===== src/sv/dplc_pkg.sv =====
// Shared types and constants for the dual PID lift controller.
// No dependencies; imported by dplc_side and dual_pid_lift_controller_core.
package dplc_pkg;

    // Saturation bound of each drive output.
    localparam int DRIVE_MAX = 127;

    // Register indexes of the configuration port (byte address = 4 * index).
    typedef enum logic [2:0] {
        REG_TARGET     = 3'd0,
        REG_GAIN_P     = 3'd1,
        REG_GAIN_I     = 3'd2,
        REG_GAIN_D     = 3'd3,
        REG_ZONE       = 3'd4,
        REG_SUM_LIMIT  = 3'd5,
        REG_LEFT_TOL   = 3'd6,
        REG_RIGHT_TOL  = 3'd7
    } t_reg_idx;

    // Register reset values.
    localparam logic [10:0] TARGET_RST    = 11'd900;
    localparam logic [23:0] GAIN_P_RST    = 24'd78643;
    localparam logic [23:0] GAIN_I_RST    = 24'd459;
    localparam logic [23:0] GAIN_D_RST    = 24'd2621;
    localparam logic [11:0] ZONE_RST      = 12'd200;
    localparam logic [22:0] SUM_LIMIT_RST = 23'd7143;
    localparam logic [10:0] LEFT_TOL_RST  = 11'd10;
    localparam logic [10:0] RIGHT_TOL_RST = 11'd0;

    // Pipeline advance strobes handed from the top level to each side.
    typedef struct packed {
        logic adv1;   // request leaves the input register
        logic adv2;   // request leaves the product register
    } t_pipe_ctl;

endpackage


===== src/sv/dplc_side.sv =====
// One side of the lift controller: error, state update, PID products,
// saturation and drive register. Depends on dplc_pkg.
module dplc_side
    import dplc_pkg::*;
#(
    parameter int SAMPLE_BITS    = 12,
    parameter int GAIN_FRAC_BITS = 16,
    parameter int SUM_BITS       = 24
) (
    input  logic                   i_clk,
    input  logic                   i_rst_n,
    input  t_pipe_ctl              i_ctl,
    input  logic [SAMPLE_BITS-1:0] i_sample,
    input  logic [10:0]            i_target,
    input  logic [23:0]            i_gain_p,
    input  logic [23:0]            i_gain_i,
    input  logic [23:0]            i_gain_d,
    input  logic [11:0]            i_zone,
    input  logic [22:0]            i_sum_limit,
    input  logic [10:0]            i_tol,
    output logic signed [7:0]      o_drive
);

    localparam int HALF_W = SAMPLE_BITS - 1;
    localparam int EW     = ((HALF_W > 11) ? HALF_W : 11) + 1;
    localparam int CW0    = (SUM_BITS > EW) ? SUM_BITS : EW;
    localparam int CW     = ((CW0 > 23) ? CW0 : 23) + 2;
    localparam int MW     = EW + 11;
    localparam int PPW    = EW + 25;
    localparam int IPW    = SUM_BITS + 25;
    localparam int DPW    = EW + 26;
    localparam int TW0    = (IPW > DPW) ? IPW : DPW;
    localparam int TW     = TW0 + 2;

    localparam logic signed [CW-1:0] SUM_MAX_C = CW'(2**(SUM_BITS-1) - 1);
    localparam logic signed [CW-1:0] SUM_MIN_C = ~SUM_MAX_C;
    localparam logic signed [TW-1:0] LIM_C     = TW'(DRIVE_MAX) <<< GAIN_FRAC_BITS;

    logic signed [SUM_BITS-1:0] r_sum, n_sum;
    logic signed [EW-1:0]       r_prev;
    logic signed [PPW-1:0]      r_pp;
    logic signed [IPW-1:0]      r_ip;
    logic signed [DPW-1:0]      r_dp;
    logic                       r_dead;
    logic signed [7:0]          r_drive, n_drive;

    logic [HALF_W-1:0]     half;
    logic signed [EW-1:0]  err;
    logic signed [EW:0]    diff;
    logic [EW-1:0]         err_mag;
    logic                  dead;
    logic signed [PPW-1:0] pp;
    logic signed [IPW-1:0] ip;
    logic signed [DPW-1:0] dp;
    logic signed [CW-1:0]  acc, clamped;
    logic signed [TW-1:0]  total, sat;
    logic [TW-1:0]         tot_mag;
    logic [7:0]            whole;

    // Stage 1: error, products against the sum from before this request.
    assign half    = i_sample[SAMPLE_BITS-1:1];
    assign err     = EW'({1'b0, i_target}) - EW'(half);
    assign diff    = (EW+1)'(err) - (EW+1)'(r_prev);
    assign err_mag = err[EW-1] ? EW'(-err) : EW'(err);
    assign dead    = (MW'(err_mag) <= MW'(i_tol));

    assign pp = PPW'(err)   * PPW'($signed({1'b0, i_gain_p}));
    assign ip = IPW'(r_sum) * IPW'($signed({1'b0, i_gain_i}));
    assign dp = DPW'(diff)  * DPW'($signed({1'b0, i_gain_d}));

    always_comb begin
        if (CW'(err) < CW'($signed({1'b0, i_zone}))) begin
            acc = CW'(r_sum) + CW'(err);
        end else begin
            acc = '0;
        end
        clamped = acc;
        if (clamped > CW'($signed({1'b0, i_sum_limit}))) begin
            clamped = CW'($signed({1'b0, i_sum_limit}));
        end
        if (clamped > SUM_MAX_C) begin
            clamped = SUM_MAX_C;
        end
        if (clamped < SUM_MIN_C) begin
            clamped = SUM_MIN_C;
        end
        n_sum = clamped[SUM_BITS-1:0];
    end

    // Stage 2: add the terms, saturate, truncate toward zero, negate; zero inside the tolerance.
    assign total = TW'(r_pp) + TW'(r_ip) + TW'(r_dp);

    always_comb begin
        sat = total;
        if (total > LIM_C) begin
            sat = LIM_C;
        end else if (total < -LIM_C) begin
            sat = -LIM_C;
        end
        tot_mag = sat[TW-1] ? TW'(-sat) : TW'(sat);
        whole   = {1'b0, tot_mag[GAIN_FRAC_BITS +: 7]};
        if (r_dead) begin
            n_drive = '0;
        end else if (sat[TW-1]) begin
            n_drive = $signed(whole);
        end else begin
            n_drive = -$signed(whole);
        end
    end

    always_ff @(posedge i_clk) begin
        if (!i_rst_n) begin
            r_sum  <= '0;
            r_prev <= '0;
        end else if (i_ctl.adv1) begin
            r_sum  <= n_sum;
            r_prev <= err;
        end
    end

    always_ff @(posedge i_clk) begin
        if (i_ctl.adv1) begin
            r_pp   <= pp;
            r_ip   <= ip;
            r_dp   <= dp;
            r_dead <= dead;
        end
        if (i_ctl.adv2) begin
            r_drive <= n_drive;
        end
    end

    assign o_drive = r_drive;

endmodule


===== config.mk =====
export PLATFORM = sky130hd
export DESIGN_NAME = dplc_side
export DESIGN_NICKNAME = d
export VERILOG_FILES = /design/src/sv/dplc_pkg.sv /design/src/sv/dplc_side.sv
export SDC_FILE = /design/constraint.sdc
export NUM_CORES = 2
export LEC_CHECK = 0
export BUFFER_PORTS_ARGS = -buffer_cell sky130_fd_sc_hd__buf_2
export CAP_MARGIN = 30
export CELL_PAD_IN_SITES_DETAIL_PLACEMENT = 0
export CELL_PAD_IN_SITES_GLOBAL_PLACEMENT = 2
export CORE_ASPECT_RATIO = 1.4
export CORE_MARGIN = 2
export CORE_UTILIZATION = 45
export CTS_CLUSTER_DIAMETER = 50
export DETAILED_ROUTE_END_ITERATION = 6
export GPL_TIMING_DRIVEN = 1
export PLACE_DENSITY = 0.87
export SYNTH_ARGS = -nofsm -noshare
export SYNTH_HDL_FRONTEND = slang
export SYNTH_SLANG_ARGS = --single-unit

===== constraint.sdc =====
create_clock -name i_clk -period 24 [get_ports i_clk]
set_input_delay 1.2 -clock i_clk [delete_from_list [all_inputs] [get_ports i_clk]]
set_output_delay 1.2 -clock i_clk [all_outputs]
set_load 0.05 [all_outputs]

-- Yosys cells after proc, flatten, opt, wreduce, memory -nomap -nowiden
Index checks and enable logic that the tools add are counted.
W data, S select, Z words.
- flip-flop bits (word level): 169
- output and inout bits: 8
- word-level logic and storage cells: 36
- add/sub/neg operators: 8
- multiply operators: 3
- magnitude comparators: 7
- multiplexer cells: 9
- reductions and logical operators: 1
- operator list (operator ; number):
    $mux W51 ; 2
    $mux W26 ; 3
    $add A50 B38 Y51 ; 1
    $gt A51 B24 Y1 const B ; 1
    $lt A51 B24 Y1 const B ; 1
    $add A37 B49 Y50 ; 1
    $mul A24 B25 Y49 ; 1
    $mul A13 B25 Y38 ; 1
    $mul A12 B25 Y37 ; 1
    $gt A26 B24 Y1 ; 1
    $gt A26 B24 Y1 const B ; 1
    $lt A26 B24 Y1 const B ; 1
    $add A24 B12 Y25 ; 1
    $mux W24 ; 1
    $mux W23 ; 1
    $neg A23 Y23 ; 1
    $lt A12 B13 Y1 ; 1
    $sub A12 B12 Y13 ; 1
    $le A12 B11 Y1 ; 1
    $mux W12 ; 1
    $neg A12 Y12 ; 1
    $sub A11 B11 Y12 ; 1
    $neg A7 Y8 ; 1
    $mux W7 ; 1
    $reduce_or A2 Y1 ; 1

-- Logic depth before layout (Yosys ltp)
- depth after elaboration: 9
- gate-level depth with buffers: 46

-- Worst setup path after synthesis
Ideal clock, no wire load.
- path type: input -> register
- start: in i_sample[2]
- end: reg r_dp[34] (data pin)
- arrival time: 10.771 ns
- required time: 23.742 ns
- setup slack: 12.971 ns
- cell stages on the path: 44
- path through: inv_1 ha_1 nor2b_1 o21ai_0 a21boi_0 o21a_1 nor2_1 xnor2_1 clkbuf_1 buf_1 ha_1 a21boi_0 o21ai_0 a21boi_0 o21ai_0 nand2b_1 a21o_1 a21oi_1 [... 8 more ...] fa_1 inv_1 fa_1 inv_1 ha_1 a21o_1 a21oi_1 nand2_1 a31oi_1 o21ai_0 a41o_1 o41ai_1 o21ai_0 o41a_1 nand4_1 nand4b_1 a21oi_1 xnor2_1
- word-level cells in the longest chain between the ends: 3
- ends and longest elaborated chain (element ; line ; text):
    start, declared ; dplc_side.sv:13 ; input logic [SAMPLE_BITS-1:0] i_sample,
    $sub A11 B11 Y12 ; dplc_side.sv:62 ; assign err = EW'({1'b0, i_target}) - EW'(half);
    via err[5] ; dplc_side.sv:48 ; logic signed [EW-1:0] err;
    $sub A12 B12 Y13 ; dplc_side.sv:63 ; assign diff = (EW+1)'(err) - (EW+1)'(r_prev);
    $mul A13 B25 Y38 ; dplc_side.sv:69 ; assign dp = DPW'(diff) * DPW'($signed({1'b0, i_gain_d}));
    via dp[34] ; dplc_side.sv:54 ; logic signed [DPW-1:0] dp;
    end signal, assigned ; dplc_side.sv:125 ; r_dp <= dp;
    end, declared ; dplc_side.sv:43 ; logic signed [DPW-1:0] r_dp;
The timed path passes the listed nets, and every way through them passes these cells.
A chain may end at the register's enable or synchronous reset.

-- Worst setup path in the final report
- start: in i_sample[2]
- end: reg r_dp[36] (data pin)
- word-level cells in the longest chain between the ends: 3
- ends and longest elaborated chain (element ; line):
    $sub A11 B11 Y12 ; dplc_side.sv:62
    $sub A12 B12 Y13 ; dplc_side.sv:63
    $mul A13 B25 Y38 ; dplc_side.sv:69
    via dp[36] ; dplc_side.sv:54
The timed path passes the listed nets, and every way through them passes these cells.

==> results.md <==
- Outcome: completed
- Area share of the leading cell type in the synthesized netlist: 0.391
- Final weighted congestion of routability-driven global placement: 0.874
- Detailed Place HPWL: 111000 µm
- Worst Hold Path Cells: 2
- Placed Instances: 7096
- Share of post-route cells with drive strength above 1: 0.0521
- Leading cell types by total area after synthesis: sky130_fd_sc_hd__fa_1 39%, sky130_fd_sc_hd__ha_1 14%, sky130_fd_sc_hd__inv_1 8.1%
- Worst Clk Skew: 27.2 ps
- Rows: 146
- Maximum operating frequency: 81.2 MHz
- Kind of critical path: in -> reg
- Fill cells: 11.0k
- Path type of the worst min-delay path: reg -> reg
- Cell area after synthesis: 51100 µm²
- Accumulated negative setup slack: 0 ps
- Count of flip-flops with a built-in enable after synthesis: 133
- Sort of element at the start of the critical path: input pin
- Hold buffers post-CTS: 0
- Share of the clock period used by the worst path after layout: 0.513
- DRT antenna net count: 0
- IO Port Bufs: 151
- Number of search-and-repair iterations in the first detailed-routing pass: 5
- Remaining global-route overflow: 0
- Root buffer cell: sky130_fd_sc_hd__clkbuf_16
- Transition at the pin with the smallest max-transition slack: 1040 ps
- Average cell area after synthesis: 9.02 µm²
- Initial core utilization: 0.452
- Maximum fanout along the worst path: 29
- Maximum number of pins on one net before global-route repair: 77
- Cells resized by post-CTS repair: 0
- Top-level port count: 153
- Number of instances in the synthesized netlist: 5665
- Violation count after the first detailed-route iteration: 1783
- Global-route usage over all layers: 0.257
- Final nets: 7343
- Seq cells post-synth: 169
- Maximum clock path buffer count: 2
- TritonCTS Buffers: 17
- Sequential cell area: 4730 µm²
- Antenna diode count: 0
- Final worst path period need: 12310 ps
- Final setup violation count: 0
- Avg WL per Cell: 19.9 µm
- Number of warning messages in the yosys log: 0
- Register-to-Register Path Depth: 39
- Horiz. Die Dim: 289 µm
- Worst relative slew slack: 0.304
- First-pass GRT wire length: 230000 µm
- Area delta synth->final: 5.59%
- Clock network latency to the later pin of the worst-skew pair: 520 ps
- Placeable core region: 113000 µm²
- Main flop type after synthesis: sky130_fd_sc_hd__edfxtp_1
- Final Routed Wirelength: 142000 µm
- Async set-reset flop share out of synthesis: 0
- Residual DRC count: 0
- Max-slew violations: 0
- Die Outline Area: 116000 µm²
- Data required, critical path: 24250 ps
- Via/cell ratio: 5.38
- Cell taking the most area after synthesis: sky130_fd_sc_hd__fa_1
- CP peak stage delay: 570 ps
- Type of destination of the critical path: flip-flop
- Chip height: 403 µm
- Slowest library cell on the worst path: sky130_fd_sc_hd__o41ai_1
- Sinks on Clock Net: 169
- Number of global-route vias before repair: 41.7k
- Total number of vias: 38.3k
- Number of levels the H-tree was split into: 4
- Final cell count without fillers: 7128
- Clk slew on worst S/H paths: 90 ps
- Post-Syn Nets: 7373
- Initial antenna violation count: 4
- Unrepaired setup endpoints after global routing: no
- Reported max-cap violation count: 0
- Number of distinct standard cells referenced by the synthesized netlist: 81
- Signal arrival time at the worst endpoint: 12570 ps
- Post-CTS Setup Bufs: 0
- Sequential area share after synthesis: 0.0923
- Multi-input gate area in the final layout: 41400 µm²
- Clock tree from TritonCTS: done
- Hold Vio Cnt, Final: 0
path summary, 6_finish.rpt:
check / endpoint / slack (ps) / startpoint
worst max-delay path: r_dp[36]$_DFFE_PP_ / 11690 / i_sample[2]
worst max register to register: r_dp[36]$_DFFE_PP_ / 13290 / r_prev[0]$_SDFFE_PN0P_
worst min register to register: r_sum[15]$_SDFFE_PN0P_ / 470 / r_sum[15]$_SDFFE_PN0P_
worst min-delay path: r_sum[15]$_SDFFE_PN0P_ / 470 / r_sum[15]$_SDFFE_PN0P_
per-stage QoR:
step           worst slack, ps  instance area (µm²)  hold slack (ps)  utilization
2_1_floorplan            12970                51100              446            -
3_3_place_gp             11130                53300              450        0.472
3_5_place_dp             11170                53300              454        0.473
4_1_cts                  11700                53900              469        0.478
5_1_grt                  10810                53900              485        0.478
6_report                 11690                53900              466        0.478
state kept, by name, summed over array words and instances (netlist names):
| name | flops |
|---|---|
| r_prev | 12 |
| r_ip | 49 |
| r_sum | 24 |
| r_pp | 37 |
| o_drive | 8 |
| r_dp | 38 |
| r_dead | 1 |
worst max-delay path: cells and delay by family:
| kind | cells | cell delay, ps |
|---|---|---|
| compound gates | 19 | 4890 |
| xor+xnor | 1 | 160 |
| fa+ha+maj | 9 | 4090 |
| buf+inv | 7 | 1000 |
| mux | 1 | 100 |
| simple gates | 6 | 1080 |
layout by cell type (no fill, tap or decap), drive strengths merged, types with 10 or more instances in the layout:
cell	Yosys	routed
fa	998	998
dfxtp	36	36
xor2	46	46
a31oi	14	14
o221ai	10	10
nand3	44	44
clkbuf	239	17
or3	17	17
nand2	846	846
nand2b	77	77
a221oi	10	10
nor2b	59	59
or2	18	18
and2	368	368
a21o	80	80
o21ai	121	121
a21oi	215	215
edfxtp	133	133
xnor2	140	140
o31ai	14	14
nand4	28	28
mux2i	16	16
o21a	36	36
o21bai	27	27
nor2	163	163
a21boi	11	11
nor4	14	14
inv	1097	1104
nor3	51	51
buf	14	204
ha	565	565
and3	21	21
a211oi	30	30
cell families after synthesis:
kind of cell / after synthesis / synth area share
compound gates: 654 / 0.0829
simple gates: 1725 / 0.160
mux: 17 / 0.00336
flops: 169 / 0.0923
fa+ha+maj: 1563 / 0.530
buf+inv: 1351 / 0.0996
xor+xnor: 186 / 0.0319
per-layer routing:
layer,track usage,part of all wire
met4,0.0917,0.038
met3,0.0231,0.036
met5,0,0.000049
met1,0.309,0.40
met2,0.473,0.53
synth_stat cells (12+ instances only):
library cell               number
sky130_fd_sc_hd__o31ai_1       12
sky130_fd_sc_hd__xor2_1        46
sky130_fd_sc_hd__a31oi_1       13
sky130_fd_sc_hd__nand3_1       44
sky130_fd_sc_hd__nand2_1      846
sky130_fd_sc_hd__nor2b_1       59
sky130_fd_sc_hd__a21o_1        80
sky130_fd_sc_hd__dfxtp_1       36
sky130_fd_sc_hd__o21a_1        36
sky130_fd_sc_hd__xnor2_1      140
sky130_fd_sc_hd__a21oi_1      213
sky130_fd_sc_hd__nor3_1        51
sky130_fd_sc_hd__clkbuf_1     239
sky130_fd_sc_hd__inv_1       1097
sky130_fd_sc_hd__nor2_1       163
sky130_fd_sc_hd__or2_2         17
sky130_fd_sc_hd__and2_1       368
sky130_fd_sc_hd__and3_1        21
sky130_fd_sc_hd__nand2b_1      77
sky130_fd_sc_hd__a211oi_1      30
sky130_fd_sc_hd__ha_1         565
sky130_fd_sc_hd__o21bai_1      27
sky130_fd_sc_hd__nand4_1       28
sky130_fd_sc_hd__edfxtp_1     133
sky130_fd_sc_hd__nor4_1        14
sky130_fd_sc_hd__mux2i_1       16
sky130_fd_sc_hd__or3_1         17
sky130_fd_sc_hd__o21ai_0      118
sky130_fd_sc_hd__fa_1         998
final cells by class:
class | instances | area share
Clock inverter | 15 | 0.00292
Timing Repair Buffer | 204 | 0.0226
Sequential cell | 169 | 0.0876
Tap cell | 1480 | 0.0343
Inverter | 1098 | 0.0764
Clock buffer | 17 | 0.00789
Multi-Input combinational cell | 4145 | 0.768
Power is not shown: default switching activity piles up to over one toggle a cycle in this logic, so the estimate is an artifact.
